$ cat src/cbm_ram.sv
// ----------------------------------------------------------------------------
// cbm_ram
// Generic single-port synchronous RAM, registered read, read data held
// while the port is idle or writing.
// ----------------------------------------------------------------------------
`default_nettype none

module cbm_ram #(
  parameter int unsigned Width = 8,
  parameter int unsigned Depth = 256
) (
  input  wire logic                     clk_i,
  input  wire logic                     en_i,
  input  wire logic                     we_i,
  input  wire logic [$clog2(Depth)-1:0] addr_i,
  input  wire logic [Width-1:0]         wdata_i,
  output logic      [Width-1:0]         rdata_o
);

  logic [Width-1:0] mem_q [Depth];
  logic [Width-1:0] rdata_q;

  always_ff @(posedge clk_i) begin
    if (en_i) begin
      if (we_i) begin
        mem_q[addr_i] <= wdata_i;
      end else begin
        rdata_q <= mem_q[addr_i];
      end
    end
  end

  assign rdata_o = rdata_q;

endmodule

`default_nettype wire

$ cat config.mk
export PLATFORM = sky130hd
export DESIGN_NAME = cbm_ram
export DESIGN_NICKNAME = d
export VERILOG_FILES = /design/src/cbm_ram.sv
export SDC_FILE = /design/constraint.sdc
export NUM_CORES = 2
export LEC_CHECK = 0
export ABC_AREA = 1
export BUFFER_PORTS_ARGS = -buffer_cell sky130_fd_sc_hd__buf_2
export CORE_ASPECT_RATIO = 0.5
export CORE_MARGIN = 2
export CORE_UTILIZATION = 53
export CTS_CLUSTER_SIZE = 16
export DETAILED_ROUTE_END_ITERATION = 10
export PLACE_DENSITY = 0.68
export SYNTH_ARGS = -nofsm -noshare
export SYNTH_HDL_FRONTEND = slang
export SYNTH_SLANG_ARGS = --single-unit
$ cat constraint.sdc
create_clock -name clk_i -period 5.7 [get_ports clk_i]
set_clock_uncertainty 0.05 [all_clocks]
set_input_delay 0.57 -clock clk_i [delete_from_list [all_inputs] [get_ports clk_i]]
set_output_delay 0.57 -clock clk_i [all_outputs]
set_load 0.1 [all_outputs]
## Word level (Yosys, flattened, before mapping)

Memories as Yosys holds them, arrays and structs flattened. A register that Yosys moved wholly into a read port is not among the register bits.
Cells that the tools add are included.

| cells by class | value |
|---|---|
| mux-type cells | 3 |
| bitwise gates (word level) | 1 |
| reductions and logical operators | 1 |

Operator list:

| operator | number |
|---|---|
| two-way mux 1 bit | 3 |
| AND reduction 2 bit | 1 |
| inverter 1 bit | 1 |

| word-level totals | value |
|---|---|
| bits in registers | 0 |
| bits in writable memories | 2048 |
| output and inout port bits | 8 |
| logic and storage cells | 6 |
| memories | 1 |

Memory list:

| name | words | bits a word | read ports | clocked after Yosys merged registers in | write ports | RTL line | text |
|---|---|---|---|---|---|---|---|
| mem_q | 256 | 8 | 1 | 1 | 1 | 20 | `logic [Width-1:0] mem_q [Depth];` |

## Depth between registers and ports, before layout

| logic depth | value |
|---|---|
| depth in word-level cells | 3 |
| gate-level depth with buffers | 17 |
| depth with buffers taken out | 13 |

## Worst setup path before layout

OpenSTA, ideal clock, no wires.

| timing | value |
|---|---|
| kind | input to register |
| from | input addr_i[0] |
| to | memory mem_q[97][0] (enable) |
| library setup time | 0.370 ns |
| arrival time | 2.125 ns |
| required time | 5.280 ns |
| slack | 3.155 ns |
| cell stages on the path | 7 |
| cell sequence | buf_2 -> buf_4 -> buf_4 -> clkbuf_1 -> nand4_1 -> clkbuf_1 -> nor2_1 |

RTL lines:

| element | RTL line | text |
|---|---|---|
| start: declaration | 15 | `input wire logic [$clog2(Depth)-1:0] addr_i,` |
| end: declaration | 20 |  |

Straight into the memory's write port.

==> reports/results.ini <==
[final_layout]
drive_gt1_frac = 0.0494
area_delta_synth_final_pct = 9.25
nets = 7865
fill_cells = 12700
stdcell_count = 10100

[setup_path]
path_max_fanout = 147
endpoint_kind = flip-flop
worst_setup_path_start_kind = primary input
arrival_ps = 4040
crit_type = primary input to flip-flop
crit_required_ps = 6320

[synth]
synth-seq-area-share = 0.728
async_reset_ff_frac = 0
netlist_top_cells_area = edfxtp_1, nand2_1, nor2_1, nand3_1, buf_2
synthAdderAreaFrac = 0
yosysTopAreaCell = edfxtp_1
synth.most_common_cell = nand2_1
synth-edff-count = 2056
synth_area_um2 = 84800
synth_top_family_by_area = simple AND/OR/NAND/NOR gates
synth_mux_area_frac = 0
synth.avg_cell_area_um2 = 10.7
synth_top_area_share = 0.728
synthCells = 7960
synth_simple_gate_area_frac = 0.241
ys_seq_elements = 2056
yosys-top-cells-count = nand2_1, edfxtp_1, nor2_1
synth_fp_nets = 7979
yosysWarnings = 0
yosysUniqueCellTypes = 14
synth_compound_area_frac = 0.00755
post_synth_xor_area_fraction = 0
synth_ff_type = edfxtp_1

[worst_hold_path]
hold_class = primary input to flip-flop

[timing]
hold_violations = 0
slew_headroom = 0.119
slew_viol_final = 0
rsz0062_at_grt = false
max_freq_mhz = 293
finalSetupViolCount = 0
period_needed_ps = 3420
worst_pin_slew_ps = 1320
fin_hold_ws_ps = 144
fin_crit_sh = 0.599
finalSetupTns_ps = 0

[power_and_ir_drop]
power_frac_comb = 0.058
power.switching_uw = 6880
cellPowerDensity_nw_per_um2 = 330
leakage_uw = 0.0363
clkPwrFrac = 0.398
seq_power_share = 0.544
p_sw_frac = 0.225
peakVddDrop_mv = 0.322
p_int_uw = 23700

[die]
num_rows = 103
chipWidth_um = 570
ios = 27
die_h_um = 287
fp.coreArea_um2 = 158000
start_util = 0.536
dieArea_um2 = 163000

[global_routing]
antenna_found_initial = 8
grt_first_pass_wirelength_mm = 329
overflow = 0
grt_pass1_vias = 52900
grt_max_degree = 191
grt.total_usage = 0.269

[clocking]
cts_sinks = 2056
cts_root_buffer = clkbuf_16
cts_buffer_depth = 3
cts_tree = done
h-tree-depth = 4
numCtsBuffers = 179
post-cts-setup-buffer-count = 0
clk_pin_slew_worst_paths_ps = 70
ctsResizeCount = 0
clk_latency_ps = 830
ctsHoldBuffers = 0

[place]
place_congestion = 0.863
io_buffers = 26
placed_cells = 9765
dp_hpwl_mm = 122

[routing]
wl_mm = 220
viasPerCell = 5.56
firstDrtPassIters = 6
wire_per_inst_um = 21.8
vias = 56200
drc = 0
antenna_violating_nets_post_route = 0
drt_iter0_drc = 7187

[run]
drv_cap = 0

[status]
outcome = completed

[placed cells by master, fill, tap and decap left out, drive strengths merged]
cell         n
clkinv      80
buf        129
bufinv      17
diode        7
nand2     4695
clkbuf     224
nand3      256
o21ai      128
inv         22
nor2       345
edfxtp    2056
clkinvlp     2
nand4       40
[critical path: stages]
cell and delay [ps]:
buf_8 190, inv_8 330, buf_12 520, buf_4 730, nand2_1 110, nand2_1 90, nand2_1 50, nand2_1 90
o21ai_1 100, nand2_1 260, nor2_1 110, nor2_1 340, nor2_1 210, nand2_1 90
[flip-flops by register name, indices dropped and copies added, names as in the netlist]
signal / count
mem_q: 2048
rdata_o: 8
[power groups by stage]
stage	clock network, uW	logic, uW	registers (uW)
5_1_grt	12800	1910	16600
4_1_cts	12200	1740	16700
6_report	12200	1760	16700
2_1_floorplan	0	944	17000
3_3_place_gp	0	1720	17000
3_5_place_dp	0	1730	17000
[metrics by stage]
step / utilization / cell area, um^2 / setup WS [ps] / total power (uW)
floorplan: - / 84800 / 3160 / 17900
global placement: 0.549 / 86900 / 1570 / 18700
detailed placement: 0.549 / 86900 / 1540 / 18700
CTS: 0.585 / 92700 / 2410 / 30600
global route: 0.585 / 92700 / 2100 / 31400
finish: 0.585 / 92700 / 2280 / 30600
[worst paths after layout]
| path | from | to | slack (ps) | depth (start not counted) |
|---|---|---|---|---|
| setup / recovery | addr_i[1] | rdata_o[3] | 2280 | 14 |
| hold / removal | wdata_i[4] | mem_q[69][4] | 140 | 1 |
| setup reg to reg | mem_q[136][4] | rdata_o[4] | 3100 | 12 |
| hold reg to reg | mem_q[170][5] | rdata_o[5] | 960 | 10 |
[cell families after synthesis]
family	after synthesis
compound gates	128
flops	2056
simple gates	5336
buf+inv	440
[cell type report]
cell class                 count  area [um^2]  area share
antenna                        7         17.5    0.000189
multi-input combinational   5464        21200       0.228
inverter                      16         85.1    0.000918
tap                         2100         2630      0.0284
clock buffer                 224         4750      0.0513
sequential                  2056        61700       0.666
timing repair buffer         129         1290      0.0139
clock inverter               105          988      0.0107
[metal layers]
metal  part of all wire  global-route usage
met1               0.42               0.397
met2               0.45               0.409
met3               0.10              0.0488
met4              0.026              0.0831
met5                  0                   0
No activity file was read; power rests on OpenSTA's default activity.
