==> src/cbm_pkg.sv <==
// ----------------------------------------------------------------------------
// cbm_pkg
// Shared types and constants of the cartridge bank mapper.
// ----------------------------------------------------------------------------
`default_nettype none

package cbm_pkg;

  localparam int unsigned RAM_BYTES        = 262144;
  localparam int unsigned ROM_WINDOW_BYTES = 8192;
  localparam int unsigned BANKS            = 4;
  localparam int unsigned BANK_W           = 5;
  localparam int unsigned MODE_W           = 4;
  localparam int unsigned OP_W             = 2;
  localparam int unsigned ADDR_W           = 16;
  localparam int unsigned DATA_W           = 8;

  localparam logic [ADDR_W-1:0] MODE_ADDR   = 16'h3FFF;
  localparam logic [ADDR_W-1:0] WIN_LO      = 16'h4000;
  localparam logic [ADDR_W-1:0] WIN_HI      = 16'hC000;
  localparam logic [ADDR_W-1:0] PAGE2_LO    = 16'h8000;
  localparam logic [ADDR_W-1:0] SWITCH_LO   = 16'h6000;
  localparam logic [ADDR_W-1:0] A16_LOW_HI  = 16'h6800;
  localparam logic [ADDR_W-1:0] A16_HIGH_LO = 16'h7000;
  localparam logic [ADDR_W-1:0] A16_HIGH_HI = 16'h7800;

  localparam logic [DATA_W-1:0] OPEN_BUS = 8'hFF;

  typedef enum logic [OP_W-1:0] {
    OP_READ  = 2'd0,
    OP_WRITE = 2'd1,
    OP_LOAD  = 2'd2
  } op_e;

  // mode bits {2,0}
  typedef enum logic [1:0] {
    SCH_ASCII16 = 2'b00,
    SCH_ASCII8  = 2'b01,
    SCH_UNKNOWN = 2'b10,
    SCH_KONAMI  = 2'b11
  } scheme_e;

  typedef enum logic [1:0] {
    SRC_ZERO,
    SRC_OPEN,
    SRC_ROM,
    SRC_RAM
  } rd_src_e;

  typedef enum logic {
    ST_CLEAR,
    ST_RUN
  } state_e;

  typedef struct packed {
    logic    ram_re;
    logic    ram_we;
    logic    rom_re;
    logic    rom_we;
    rd_src_e src;
  } acc_t;

endpackage

`default_nettype wire

==> src/cbm_bank.sv <==
// ----------------------------------------------------------------------------
// cbm_bank
// Mode and bank registers, access decode and RAM address generation.
// ----------------------------------------------------------------------------
`default_nettype none

module cbm_bank #(
  parameter int unsigned RamAw = 18
) (
  input  wire logic                         clk_i,
  input  wire logic                         rst_ni,
  input  wire logic                         acc_i,
  input  wire logic [cbm_pkg::OP_W-1:0]     op_i,
  input  wire logic [cbm_pkg::ADDR_W-1:0]   addr_i,
  input  wire logic [cbm_pkg::DATA_W-1:0]   wdata_i,
  output cbm_pkg::acc_t                     ctl_o,
  output logic      [RamAw-1:0]             ram_addr_o
);

  logic [cbm_pkg::MODE_W-1:0] mode_q, mode_d;
  logic [cbm_pkg::BANK_W-1:0] bank_q [cbm_pkg::BANKS];
  logic [cbm_pkg::BANK_W-1:0] bank_d [cbm_pkg::BANKS];
  logic                       in_win;
  logic [1:0]                 page;
  logic                       wr;
  logic [3:0]                 half;
  cbm_pkg::scheme_e           scheme;

  assign in_win = (addr_i >= cbm_pkg::WIN_LO) && (addr_i < cbm_pkg::WIN_HI);
  assign page   = 2'(addr_i[15:13] - 3'd2);
  assign scheme = cbm_pkg::scheme_e'({mode_q[2], mode_q[0]});
  assign wr     = acc_i && (cbm_pkg::op_e'(op_i) == cbm_pkg::OP_WRITE);
  assign half   = wdata_i[3:0];

  // address taken from banks before this access updates them
  assign ram_addr_o = RamAw'({bank_q[page], addr_i[12:0]});

  always_comb begin
    ctl_o     = '0;
    ctl_o.src = cbm_pkg::SRC_ZERO;
    case (cbm_pkg::op_e'(op_i))
      cbm_pkg::OP_READ: begin
        if (!in_win) begin
          ctl_o.src = cbm_pkg::SRC_OPEN;
        end else if (!mode_q[3] && (addr_i < cbm_pkg::PAGE2_LO)) begin
          ctl_o.src    = cbm_pkg::SRC_ROM;
          ctl_o.rom_re = 1'b1;
        end else begin
          ctl_o.src    = cbm_pkg::SRC_RAM;
          ctl_o.ram_re = 1'b1;
        end
      end
      cbm_pkg::OP_WRITE: begin
        ctl_o.ram_we = in_win && !mode_q[3] && (addr_i[15] || mode_q[1]);
      end
      cbm_pkg::OP_LOAD: begin
        ctl_o.rom_we = 1'b1;
      end
      default: begin
        ctl_o.src = cbm_pkg::SRC_ZERO;
      end
    endcase
  end

  always_comb begin
    mode_d = mode_q;
    bank_d = bank_q;
    if (wr) begin
      if (addr_i == cbm_pkg::MODE_ADDR) begin
        mode_d = wdata_i[cbm_pkg::MODE_W-1:0];
      end else if (in_win && !mode_q[1]) begin
        case (scheme)
          cbm_pkg::SCH_ASCII16: begin
            if ((addr_i >= cbm_pkg::SWITCH_LO) && (addr_i < cbm_pkg::A16_LOW_HI)) begin
              bank_d[0] = {half, 1'b0};
              bank_d[1] = {half, 1'b1};
            end
            if ((addr_i >= cbm_pkg::A16_HIGH_LO) && (addr_i < cbm_pkg::A16_HIGH_HI)) begin
              bank_d[2] = {half, 1'b0};
              bank_d[3] = {half, 1'b1};
            end
          end
          cbm_pkg::SCH_ASCII8: begin
            if ((addr_i >= cbm_pkg::SWITCH_LO) && (addr_i < cbm_pkg::PAGE2_LO)) begin
              bank_d[addr_i[12:11]] = wdata_i[cbm_pkg::BANK_W-1:0];
            end
          end
          cbm_pkg::SCH_KONAMI: begin
            if (addr_i >= cbm_pkg::SWITCH_LO) begin
              bank_d[page] = wdata_i[cbm_pkg::BANK_W-1:0];
            end
          end
          default: begin
            mode_d = mode_q;
          end
        endcase
      end
    end
  end

  always_ff @(posedge clk_i or negedge rst_ni) begin
    if (!rst_ni) begin
      mode_q <= '0;
      for (int i = 0; i < cbm_pkg::BANKS; i++) begin
        bank_q[i] <= '0;
      end
    end else begin
      mode_q <= mode_d;
      bank_q <= bank_d;
    end
  end

endmodule

`default_nettype wire

==> config.mk <==
export PLATFORM = sky130hd
export DESIGN_NAME = cbm_bank
export DESIGN_NICKNAME = d
export VERILOG_FILES = /design/src/cbm_pkg.sv /design/src/cbm_bank.sv
export SDC_FILE = /design/constraint.sdc
export NUM_CORES = 1
export LEC_CHECK = 0
export CAP_MARGIN = 20
export CORE_MARGIN = 1.5
export CORE_UTILIZATION = 24
export DETAILED_ROUTE_END_ITERATION = 6
export DONT_BUFFER_PORTS = 1
export MAX_ROUTING_LAYER = met4
export PLACE_DENSITY_LB_ADDON = 0.25
export SLEW_MARGIN = 20
export SYNTH_ARGS = -nofsm -noshare
export SYNTH_HDL_FRONTEND = slang
export SYNTH_SLANG_ARGS = --single-unit
==> constraint.sdc <==
create_clock -name clk_i -period 2.2 [get_ports clk_i]
set_input_delay 0.22 -clock clk_i [delete_from_list [all_inputs] [get_ports clk_i]]
set_output_delay 0.22 -clock clk_i [all_outputs]
set_load 0.02 [all_outputs]
# After elaboration in Yosys (flattened, before gate mapping)
# Index checks and enable logic that the tools add are counted.
# W data, S select, Z words.
[op_classes]
order_cmp = 11
n_reduce_logical = 20
n_eq_ne = 9
addsub = 1
muxes = 25
bitwise = 3
[ops]
columns = ["operator", "count"]
rows = [
  ["$pmux W20 S3", 1],
  ["$ge A16 B15 Y1 const B", 3],
  ["$bwmux W20", 2],
  ["$mux W20", 2],
  ["$lt A16 B15 Y1 const B", 2],
  ["$lt A16 B16 Y1 const B", 2],
  ["$demux W5 S2", 2],
  ["$mux W10", 2],
  ["$mux W5", 4],
  ["$eq A16 B14 Y1 const B", 1],
  ["$reduce_and A7 Y1", 2],
  ["$logic_and A1 B1 Y1", 11],
  ["$bmux W5 S2", 1],
  ["$mux W1", 9],
  ["$ne A2 B2 Y1 const B", 4],
  ["$ge A3 B3 Y1 const B", 2],
  ["$lt A3 B1 Y1 const B", 2],
  ["$not A2 Y3", 2],
  ["$eq A2 B1 Y1 const B", 2],
  ["$eq A2 B2 Y1 const B", 2],
  ["$logic_not A2 Y1", 2],
  ["$mux W2", 2],
  ["$reduce_bool A3 Y1", 1],
  ["$logic_not A1 Y1", 2],
  ["other kinds (4)", 4],
]
[totals]
inputBits = 29
output_inout_bits = 24
reg_bits = 24

# Depth between registers and ports, before layout
# Gate-level depths: netlist of run 1.
[logic_depth]
word_depth = 9
depth_mapped = 8
depth_no_buf = 7

# Worst setup path before layout of run 1
# Ideal clock, no wire load.
[synth_path]
path_type = "in2reg"
startpoint = "input port addr_i[14] in the netlist's numbering"
endpoint = "register bank_q[6] in the netlist's numbering"
arrival_ns = 1.697
path_slack_ns = 0.382
setup_ns = 0.121
n_path_buf = 1
t_required_ns = 2.079
cell_stages = 7
path_cell_list = "buf_2 inv_1 ha_1 nand4b_1 a311oi_4 o211ai_4 a22o_1"
[synth_via]
elab_chain_cells = 9
word_cells_on_any_way = 26
cone_classes = "add/sub: 1; order compare: 8; eq/ne: 4; mux: 5; bitwise: 2; reduce/logical: 6"
[synth_rtl]
columns = ["item", "line_no", "text"]
rows = [
  ["from (decl)", "cbm_bank.sv:14", "input wire logic [cbm_pkg::ADDR_W-1:0] addr_i,"],
  ["$sub A2 B2 Y2", "cbm_bank.sv:30", "assign page = 2'(addr_i[15:13] - 3'd2);"],
  ["$not A2 Y3 (implied by the code)", "cbm_bank.sv:90", "bank_d[page] = wdata_i[cbm_pkg::BANK_W-1:0];"],
  ["$ge A3 B3 Y1 (implied by the code) or $lt A3 B1 Y1 (tied branches)", "cbm_bank.sv:90", ""],
  ["$logic_and A1 B1 Y1 (implied by the code)", "cbm_bank.sv:90", ""],
  ["$mux W5 (implied by the code)", "cbm_bank.sv:90", ""],
  ["$demux W5 S2", "cbm_bank.sv:90", ""],
  ["$bwmux W20", "cbm_bank.sv:90", ""],
  ["$mux W20", "cbm_bank.sv:89", "if (addr_i >= cbm_pkg::SWITCH_LO) begin"],
  ["$pmux W20 S3", "cbm_bank.sv:72", "case (scheme)"],
  ["to (signal assigned)", "cbm_bank.sv:109", "bank_q <= bank_d;"],
  ["to (decl)", "cbm_bank.sv:21", "logic [cbm_pkg::BANK_W-1:0] bank_q [cbm_pkg::BANKS];"],
]
# Several ways; a longest one is shown, not always the timed one. The select of a mux whose other input is x is not followed.
# A chain may end at the register's enable or synchronous reset.

# Worst setup path after layout of run 1
[layout_path]
startpoint = "register mode_q[2] in the netlist's numbering"
endpoint = "register bank_q[3] in the netlist's numbering"
[layout_via]
elab_chain_cells = 3
word_cells_on_any_way = 9
cone_classes = "eq/ne: 5; mux: 1; reduce/logical: 3"
[layout_rtl]
columns = ["item", "line_no", "text"]
rows = [
  ["from (decl)", "cbm_bank.sv:20", "logic [cbm_pkg::MODE_W-1:0] mode_q, mode_d;"],
  ["from (signal assigned)", "cbm_bank.sv:108", "mode_q <= mode_d;"],
  ["$eq A2 B1 Y1, or another cell as far along", "cbm_bank.sv:72", ""],
  ["$ne A2 B2 Y1 (no line) or $reduce_bool A3 Y1 (tied branches)", "--", ""],
  ["$reduce_and A7 Y1 (no line)", "--", ""],
]
# Several ways; a longest one is shown, not always the timed one.

==> results of run 1 <==
-- stage by stage --
stage / util [%] / hold WS, ns / worst slack, ns / power (mW) / instances
2_1_floorplan: - / -0.0756 / 0.382 / 0.603 / 173
5_1_grt: 27.1 / 0.0838 / 0.208 / 0.931 / 264
6_report: 27.1 / 0.0927 / 0.305 / 0.881 / 264
3_5_place_dp: 25.8 / -0.0751 / 0.319 / 0.582 / 258
3_3_place_gp: 25.8 / -0.0751 / 0.338 / 0.582 / 258
4_1_cts: 27.1 / 0.0888 / 0.307 / 0.896 / 264
-- layer usage --
| layer | GRT usage [%] | up-vias | wire length [um] |
|---|---|---|---|
| met4 | 2.60 | 0 | 51 |
| met2 | 22.9 | 35 | 2380 |
| met1 | 16.2 | 676 | 1930 |
| met3 | 2.46 | 7 | 203 |
| met5 | - | - | 0 |
| li1 | - | 642 | - |
-- timing repair --
action | in CTS | in global routing
hold endpoints to repair | 24 | 0
setup buffers | 0 | 0
hold buffers | 2 | 0
-- registers in the layout (all words and copies together), names as in the netlist --
signal	count
bank_q	20
mode_q	4
-- worst register-to-register path: stages, from the launching register on --
cell       delay, ns
dfrtp_1         0.50
nand2b_1        0.13
nand4b_1        0.21
a311oi_4        0.46
o211ai_1        0.29
o2bb2ai_1       0.19
-- power by group through the flow --
stage	combinational (mW)	sequential (mW)	clock [mW]
floorplan	0.130	0.473	0
global placement	0.105	0.476	0
detailed placement	0.105	0.477	0
CTS	0.121	0.468	0.308
global route	0.133	0.470	0.328
finish	0.119	0.468	0.294
-- cells by family after synthesis --
group,Yosys count
AND/OR/NAND/NOR,56
AO/OA/AOI/OAI,56
multiplexers,6
adder cells (fa/ha/maj),2
buffers and inverters,29
flip-flops,24
-- final timing paths --
path	endpoint	slack [ns]	depth (start not counted)
setup / recovery	bank_q[3]	0.31	5
hold / removal	bank_q[15]	0.09	2
setup reg to reg	bank_q[3]	0.31	5
hold reg to reg	bank_q[15]	0.49	1
max in group asynchronous	mode_q[2]	1.68	2
min in group asynchronous	bank_q[16]	0.36	2
-- layout make-up --
class | instances | area [um2]
clock buffer | 4 | 55.1
tap | 96 | 120
timing repair buffer | 9 | 82.6
fill | 772 | 4980
sequential | 24 | 601
multi-input combinational | 120 | 950
inverter | 11 | 41.3
-- cells in the final DEF (no fill, tap or decap), drive strengths merged, types with 3 or more instances in the layout --
| cell type | count |
|---|---|
| dfrtp | 24 |
| a21oi | 14 |
| o2bb2ai | 13 |
| inv | 11 |
| nand2 | 11 |
| nor2 | 10 |
| buf | 8 |
| nand3 | 7 |
| o21ai | 6 |
| a22o | 5 |
| a31oi | 5 |
| mux4 | 5 |
| clkbuf | 4 |
| nand4 | 4 |
| nor4 | 4 |
| nand2b | 3 |
| o22ai | 3 |
| nor3 | 3 |
| o211ai | 3 |
==> results.md, run 1 <==
* Slew @ Worst Pin at roughly 0.54 ns
* CP Cell Sequence: nand2b_1 > nand4b_1 > a311oi_4 > o211ai_1 > o2bb2ai_1
* Overflow left after global routing at 0
* Register share of total power at 53.1%
* Buf+Inv Stages, Crit Path at 0
* Final setup violating endpoints at 0
* Vias post-DR at between 1000 and 1500
* Type of the worst setup path: flop to flop
* Post-synthesis simple-gate area fraction at between 20% and 30%
* Fraction of layout instances using a drive strength above 1 at 16.7%
* Number of clock buffers inserted by TritonCTS at 3
* Post-Place Cell Area at about 1800 um2
* CP delay by family, top: compound AO/OA/AOI/OAI gates
* Mux share of post-synthesis cell area at under 10%
* Residual antenna-violating net count after detailed routing at 0
* Count of TritonRoute iterations in the first routing pass at 4
* H-tree depth at 1
* TritonCTS clock tree: yes
* RSZ-0062 raised after global routing: no
* Total Nets Final at 200
* Critical Path End Type: flop
* Compound-Gate Fraction of Synth Area at 24.7%
* Worst r2r src: mode_q[2]
* Number of register bits inferred by synthesis at 24
* Clock-pin transition on the worst setup and hold timing paths at ~0.08 ns
* Layout overhead on the synthesized area at 7.88%
* Setup TNS Final at 0 ns
* Worst clock skew on the final layout at 0.00767 ns
* Tmin final at around 1.9 ns
* Chip height at 87.5 um
* Max_cap viols at 0
* Start point of the critical path: mode_q[2]
* Highest net fanout along the worst path at 12
* Path type of the worst min-delay path: input pin to flop
* Maximum cell stage delay along the critical path at approximately 0.50 ns
* Fraction of registers with async set/reset at between 90% and 100%
* Library cell used as clock root buffer: clkbuf_8
* Achievable Freq at between 500 and 600 MHz
* Antenna violations before repair at 0
* # clock sinks at 24
* Clock Power Share at roughly a third
* Average routed wire per standard cell at between 15 and 20 um
* Power per Cell Area at ~480 nW/um2
* Number of instances in the synthesized netlist at 173
* Count leader, synth: dfrtp_1
* Vias per Instance at around 5.2
* Xor-xnor portion of the synthesized cell area at 0%
* Gr usage total at 13.3%
* Static Leakage at roughly 0.76 nW
* Vias in the first global route at approximately 1300
* Maximum clock insertion buffer count at 2
* Num ports at 53
* Number of flops mapped to enable cells by yosys at 0
* Startpoint class of the critical path: flop
* Cell types with the highest counts after synthesis: dfrtp_1, a21oi_1, buf_4
* Hold Violations, Final at 0
* Mapped Area at roughly 1700 um2
* Critical path required time at ~2.4 ns
* Switching part of the total power at a little under a quarter
* Global-route wire length before repair at about 7500 um
* Core area at approximately 7000 um2
* Final standard cell area without fillers at roughly 1800 um2
* Number of port buffers at 0
* Area contributors post-synth: dfrtp_1, o2bb2ai_1, buf_4
* Site Rows at 30
* Net load switching power at around 0.21 mW
* Share of the synthesized area in the top cell type at between 30% and 40%
* Post-synth net total at 204
* Synth Area per Inst at just under 10 um2
* Resized cells post-CTS at 0
* Overall die width at approximately 88 um
* Count of cell types in the netlist at 50
* Warning count from the yosys run at 0
* Maximum number of pins on one net before global-route repair at 25
* Combinational fraction of design power at approximately 14%
* Detailed Route WL at approximately 4600 um
* Die outline area at 7660 um2
* Int Power at between 0.6 and 0.7 mW
* Final Max Tran Viols at 0
* ANT cells at 0
* Slowest library cell on the worst path: dfrtp_1
* Maximum VDD drop at between 0.15 and 0.2 mV
* Fraction of the mapped netlist area in adder cells at under 10%
* Final Wtd Congestion at between 0.7 and 0.8
* Run status: completed
* Most used DFF post-synth: dfrtp_1
* Largest family of logic cells by synthesized area: compound AO/OA/AOI/OAI gates
* Number of remaining DRC errors at 0
* Worst endpoint data arrival time at roughly 2.1 ns
* Library cell with the largest summed area after synthesis: dfrtp_1
* First DRT Iteration DRCs at 120
* Sequential area share after synthesis at about a third
* HPWL after DPL at roughly 3300 um
* Relative slew slack at about 64%
* Startpoint of the most critical hold path: wdata_i[0]
* Portion of the clock cycle consumed by the worst path in the final layout at around 86%
* Effective utilization at floorplan at 25.1%
* Source-to-sink clock delay at the later pin of the worst-skew pair at 0.27 ns
Note: power is estimated with default switching activity, not from simulation.
==> inputs of run 2 (changes only) <==
==> constraint.sdc (replaced) <==
create_clock -name clk_i -period 1.8 [get_ports clk_i]
set_input_delay 0.18 -clock clk_i [delete_from_list [all_inputs] [get_ports clk_i]]
set_output_delay 0.18 -clock clk_i [all_outputs]
set_load 0.02 [all_outputs]
==> run 2 against run 1 <==
Compared with the run above: count of clock-buffer cells in the layout is 1 lower; largest cell class unchanged; global-route usage hardly changed; clock skew rose by 0.0020 ns; cell area grew 5.3%; via count grew 3.0%.
==> results.md, run 2 (synthesis results as in run 1) <==
* Run status: completed (unchanged)
* Core utilization of the finished layout at 28.5% (was 27.1%)
* Final Max Tran Viols at 0 (unchanged)
* ANT cells at 0 (unchanged)
* RSZ-0062 raised after global routing: no (unchanged)
* Slack of the critical path at 0.182 ns (was 0.305 ns)
* Maximum VDD drop at 0.221 mV (was 0.178 mV)
* Slew @ Worst Pin at 0.557 ns (was 0.539 ns)
* Library cell used as clock root buffer: clkbuf_8 (unchanged)
* Most flop-heavy register: bank_q (unchanged)
* TritonCTS clock tree: yes (unchanged)
* Most used cells in the layout excluding fill and tap cells: dfrtp_1, buf_4, a21oi_1 (was dfrtp_1, a21oi_1, o2bb2ai_1)
* Most common cell after layout, fill and taps aside: dfrtp_1 (unchanged)
* Post-Place Cell Area at 1850 um2 (was 1760 um2)
* Num ports at 53 (unchanged)
* Hold Violations, Final at 0 (unchanged)
* Fraction of layout instances using a drive strength above 1 at 22.7% (was 16.7%)
* Overflow left after global routing at 0 (unchanged)
* HPWL after DPL at 3430 um (was 3330 um)
* Path type of the worst min-delay path: input pin to flop (unchanged)
* Vias per Instance at 5.06 (was 5.15)
* Startpoint class of the critical path: flop (unchanged)
* Number of remaining DRC errors at 0 (unchanged)
* Critical Path End Type: flop (unchanged)
* Resized cells post-CTS at 0 (unchanged)
* Hold_ws at 0.0409 ns (was 0.0927 ns)
* Effective utilization at floorplan at 25.1% (unchanged)
* Global-route wire length before repair at 7660 um (was 7470 um)
* Leading registers by flop count: bank_q: 20 flops, mode_q: 4 flops (unchanged)
* Site Rows at 30 (unchanged)
* Busiest layer in global routing: met2 (unchanged)
* Gr usage total at 13.3% (about the same)
* Die outline area at 7660 um2 (unchanged)
* Max_cap viols at 0 (unchanged)
* Count of TritonRoute iterations in the first routing pass at 4 (unchanged)
* Tmin final at 1.62 ns (was 1.89 ns)
* Pre-CTS setup slack at -0.0437 ns (was 0.319 ns)
* Layout overhead on the synthesized area at 13.6% (was 7.88%)
* Power per Cell Area at 614 nW/um2 (was 476 nW/um2)
* Slowest library cell on the worst path: dfrtp_1 (unchanged)
* Antenna violations before repair at 0 (unchanged)
* CP Cell Sequence: buf_4 > inv_1 > a21oi_1 > a311oi_4 > buf_4 > and2_4 > a32o_1 (was nand2b_1 > nand4b_1 > a311oi_4 > o211ai_1 > o2bb2ai_1)
* Portion of the clock cycle consumed by the worst path in the final layout at 89.9% (was 86.1%)
* Number of port buffers at 0 (unchanged)
* Source-to-sink clock delay at the later pin of the worst-skew pair at 0.27 ns (about the same)
* Power Total at 1.20 mW (was 0.881 mW)
* Critical path required time at 1.97 ns (was 2.35 ns)
* Grt met1 use at 16.5% (was 16.2%)
* Overall die width at 87.5 um (unchanged)
* # clock sinks at 24 (unchanged)
* Detailed Route WL at 4580 um (was 4560 um)
* Most used cell along the critical path: buf_4
* Average routed wire per standard cell at 16.5 um (was 17.3 um)
* Highest net fanout along the worst path at 8 (was 12)
* Type of the worst setup path: flop to flop (unchanged)
* Vias in the first global route at 1424 (was 1335)
* Vias post-DR at 1401 (was 1360)
* Total Nets Final at 213 (was 200)
* Final Wtd Congestion at 0.736 (was 0.761)
* Core area at 6830 um2 (unchanged)
* Static Leakage at 0.829 nW (was 0.765 nW)
* Number of clock buffers inserted by TritonCTS at 3 (unchanged)
* Global routing usage on met2 at 22.9% (about the same)
* H-tree depth at 1 (unchanged)
* First DRT Iteration DRCs at 103 (was 120)
* Grt met3 use at 2.46% (unchanged)
* Maximum number of pins on one net before global-route repair at 25 (unchanged)
* Relative slew slack at 62.9% (was 64.0%)
* Chip height at 87.5 um (unchanged)
* Maximum clock insertion buffer count at 2 (unchanged)
* Maximum cell stage delay along the critical path at 0.37 ns (was 0.50 ns)
* Achievable Freq at 618 MHz (was 528 MHz)
* Worst clock skew on the final layout at 0.00962 ns (was 0.00767 ns)
* Residual antenna-violating net count after detailed routing at 0 (unchanged)
* Final setup violating endpoints at 0 (unchanged)
* Final standard cell area without fillers at 1950 um2 (was 1850 um2)
* Number of flip-flops under the largest register name at 20 (unchanged)
* Clock-pin transition on the worst setup and hold timing paths at 0.09 ns (was 0.08 ns)
* Worst endpoint data arrival time at 1.79 ns (was 2.05 ns)
-- run 2: changes by cell type in the layout (fill, tap and decap cells not counted), sizes merged --
cell    change
bufinv      +1
buf        +13
clkbuf      -1
-- run 2: metrics by stage --
stage                     TNS, ns  instances
after global placement          0        270
after CTS                       0        275
after floorplan                 0        173
final                           0        277
after detailed placement   -0.124        270
after global routing            0        277
-- run 2: worst paths after layout --
path	start	end	slack (ns)	cells past startpoint
min in group asynchronous	rst_ni	bank_q[16]	0.42	2
min	wdata_i[0]	bank_q[15]	0.04	2
max reg2reg	mode_q[0]	bank_q[5]	0.18	7
max in group asynchronous	rst_ni	bank_q[12]	1.00	2
min reg2reg	bank_q[15]	bank_q[15]	0.49	1
max	mode_q[0]	bank_q[5]	0.18	7
-- run 2: area by class of cell --
| type | instances | area (um2) |
|---|---|---|
| Fill cell | 762 | 4880 |
| Multi-Input combinational cell | 120 | 950 |
| Sequential cell | 24 | 601 |
| Timing Repair Buffer | 22 | 165 |
| Tap cell | 96 | 120 |
| Clock buffer | 3 | 41.3 |
| Inverter | 11 | 41.3 |
| Clock inverter | 1 | 30.0 |
-- run 2: what timing repair did --
action	in CTS	in global routing
hold endpoints to repair	24	24
hold buffers	1	1
endpoints found under the setup margin	0	8
buffers inserted	0	1
-- run 2: report_power, final --
part,switching (mW),leakage [nW],internal (mW)
registers,0.0117,0.327,0.560
clock network,0.178,0.0357,0.298
logic,0.0792,0.466,0.0697
-- run 2: critical path, delay by kind of cell, from the launching register on --
kind                   cells  cell delay [ns]
DFF                        1             0.37
and+or+nand+nor            1             0.16
buffers and inverters      3             0.41
AOI/OAI and AO/OA          3             0.57
-- run 2: layer usage --
metal	vias up	part of all wire (%)	routed length (um)
li1	666	-	-
met1	709	46	2120
met2	21	51	2330
met3	5	2.1	96
met4	0	0.81	37
met5	-	0	0
==> inputs of run 3 (changes only) <==
--- a/config.mk
+++ b/config.mk
@@ -6,6 +6,8 @@
 export NUM_CORES = 1
 export LEC_CHECK = 0
 export CAP_MARGIN = 20
+export CELL_PAD_IN_SITES_DETAIL_PLACEMENT = 0
+export CELL_PAD_IN_SITES_GLOBAL_PLACEMENT = 1
 export CORE_MARGIN = 1.5
 export CORE_UTILIZATION = 24
 export DETAILED_ROUTE_END_ITERATION = 6
==> run 3 against run 2 <==
Compared with the run above: critical path type unchanged; global-route usage up 0.81 points; non-clock buffer count up 1; cell area up 1.2%; clock skew down 0.0048 ns; largest cell class unchanged; power up 1.5%; combinational power up 5%; cell count up 0.36%; routed wire length up 7.6%; clock power up 2%; sequential share of layout area down 0.35 points; worst hold slack worse by 0.0046 ns; critical endpoint is now bank_q[6].
==> results.md, run 3 (synthesis results as in run 1) <==
* Run status: completed (unchanged)
* Num ports at 53 (unchanged)
* Tmin final at 1.67 ns (was 1.62 ns)
* Achievable Freq at 598 MHz (was 618 MHz)
* Final Max Tran Viols at 0 (unchanged)
* Power Total at 1.21 mW (was 1.20 mW)
* Final setup violating endpoints at 0 (unchanged)
* Busiest layer in global routing: met2 (unchanged)
* H-tree depth at 1 (unchanged)
* Highest net fanout along the worst path at 7 (was 8)
* Final Wtd Congestion at 0.801 (was 0.736)
* Buf+Inv Stages, Crit Path at 1 (was 3)
* Core area at 6830 um2 (unchanged)
* CP delay by family, top: compound AO/OA/AOI/OAI gates (unchanged)
* Critical path required time at 1.97 ns (about the same)
* Average routed wire per standard cell at 17.7 um (was 16.5 um)
* CP Cell Sequence: nand2b_1 > nand4b_1 > a311oi_4 > buf_4 > o211ai_4 > a22o_1 (was buf_4 > inv_1 > a21oi_1 > a311oi_4 > buf_4 > and2_4 > a32o_1)
* Type of the worst setup path: flop to flop (unchanged)
* Global routing usage on met2 at 23.0% (was 22.9%)
* Leading registers by flop count: bank_q: 20 flops, mode_q: 4 flops (unchanged)
* Overall die width at 87.5 um (unchanged)
* Start point of the critical path: mode_q[0] (unchanged)
* Resized cells post-CTS at 0 (unchanged)
* Hold Violations, Final at 0 (unchanged)
* Detailed Route WL at 4930 um (was 4580 um)
* RSZ-0062 raised after global routing: no (unchanged)
* Gr usage total at 14.1% (was 13.3%)
* Number of clock buffers inserted by TritonCTS at 3 (unchanged)
* Max_cap viols at 0 (unchanged)
* HPWL after DPL at 3690 um (was 3430 um)
* Slew @ Worst Pin at 0.618 ns (was 0.557 ns)
* Startpoint class of the critical path: flop (unchanged)
* Setup TNS Final at 0 ns (unchanged)
* Site Rows at 30 (unchanged)
* Chip height at 87.5 um (unchanged)
* Grt met1 use at 17.9% (was 16.5%)
* Maximum clock insertion buffer count at 2 (unchanged)
* Total Nets Final at 214 (was 213)
* Maximum cell stage delay along the critical path at 0.40 ns (was 0.37 ns)
* Number of remaining DRC errors at 0 (unchanged)
* # clock sinks at 24 (unchanged)
* Static Leakage at 0.838 nW (was 0.829 nW)
* Most flop-heavy register: bank_q (unchanged)
* Number of flip-flops under the largest register name at 20 (unchanged)
* Worst r2r src: mode_q[0] (unchanged)
* Fraction of layout instances using a drive strength above 1 at 23.1% (was 22.7%)
* Most common cell after layout, fill and taps aside: dfrtp_1 (unchanged)
* Relative slew slack at 58.4% (was 62.9%)
* Number of port buffers at 0 (unchanged)
* Worst endpoint data arrival time at 1.84 ns (was 1.79 ns)
* Maximum VDD drop at 0.248 mV (was 0.221 mV)
* Source-to-sink clock delay at the later pin of the worst-skew pair at 0.27 ns (about the same)
* Count of TritonRoute iterations in the first routing pass at 4 (unchanged)
* Clock-pin transition on the worst setup and hold timing paths at 0.09 ns (about the same)
* Grt met3 use at 2.84% (was 2.46%)
* Residual antenna-violating net count after detailed routing at 0 (unchanged)
* Worst clock skew on the final layout at 0.00478 ns (was 0.00962 ns)
* Overflow left after global routing at 0 (unchanged)
* Power per Cell Area at 616 nW/um2 (was 614 nW/um2)
* TritonCTS clock tree: yes (unchanged)
* Die outline area at 7660 um2 (unchanged)
* Antenna violations before repair at 0 (unchanged)
* Global-route wire length before repair at 7930 um (was 7660 um)
* Library cell used as clock root buffer: clkbuf_8 (unchanged)
* Layout overhead on the synthesized area at 15.0% (was 13.6%)
* Vias in the first global route at 1430 (was 1424)
* Core utilization of the finished layout at 28.8% (was 28.5%)
* Portion of the clock cycle consumed by the worst path in the final layout at 93.0% (was 89.9%)
* Critical Path End Type: flop (unchanged)
* ANT cells at 0 (unchanged)
* Layout fillers at 766 (was 762)
* First DRT Iteration DRCs at 72 (was 103)
* Maximum number of pins on one net before global-route repair at 25 (unchanged)
* Slowest library cell on the worst path: dfrtp_1 (unchanged)
* Path type of the worst min-delay path: input pin to flop (unchanged)
* Effective utilization at floorplan at 25.1% (unchanged)
* Most used cells in the layout excluding fill and tap cells: dfrtp_1, buf_4, a21oi_1 (unchanged)
* Vias per Instance at 5.09 (was 5.06)
* Startpoint of the most critical hold path: wdata_i[0] (unchanged)
* Vias post-DR at 1414 (was 1401)
-- run 3: cell count changes in the layout (fill, tap and decap cells not counted) --
cell / before / now
buf_2: 1 / 0
buf_12: 0 / 1
buf_4: 20 / 21
-- run 3: worst reg2reg max path: stages, from the launching register on --
cell and delay [ns]:
dfrtp_1 0.40, nand2b_1 0.12, nand4b_1 0.21, a311oi_4 0.25, buf_4 0.20, o211ai_4 0.13, a22o_1 0.27
-- run 3: final timing paths --
| path | endpoint | slack [ns] | cells past startpoint |
|---|---|---|---|
| min reg2reg | bank_q[5] | 0.49 | 1 |
| max | bank_q[6] | 0.13 | 6 |
| max reg2reg | bank_q[6] | 0.13 | 6 |
| min | mode_q[0] | 0.04 | 1 |
| min in group asynchronous | bank_q[14] | 0.33 | 2 |
| max in group asynchronous | mode_q[2] | 1.32 | 2 |
-- run 3: per-layer routing --
layer | part of all wire (%) | wire [um]
met5 | 0 | 0
met4 | 0.81 | 40
met3 | 3.7 | 183
met2 | 51 | 2500
met1 | 45 | 2200
-- run 3: timing repair --
action / in CTS / in global routing
hold endpoints to repair: 24 / 0
setup buffers: 0 / 0
hold buffers: 2 / 0
-- run 3: metrics by stage --
stage               cells  area [um2]  hold slack (ns)  setup WS, ns
finish                278        1970           0.0363         0.127
CTS                   278        1970           0.0335         0.120
global route          278        1970           0.0384       0.00470
detailed placement    272        1870           -0.115        0.0687
floorplan             173        1710           -0.116        0.0222
global placement      272        1870           -0.115         0.119
-- run 3: final cells by class --
cell class / count / area (um2) / share of cell area, %
clock inverters: 1 / 30.0 / 1.52
clock buffers: 3 / 41.3 / 2.10
flip-flops and latches: 24 / 601 / 30.5
well taps: 96 / 120 / 6.10
multi-input cells: 120 / 950 / 48.2
inverters: 11 / 41.3 / 2.10
repair buffers: 23 / 188 / 9.52
-- run 3: power breakdown --
part	switching (mW)	internal (mW)	leakage (nW)
combinational	0.0817	0.0749	0.475
sequential	0.0125	0.560	0.327
clock	0.187	0.298	0.0357
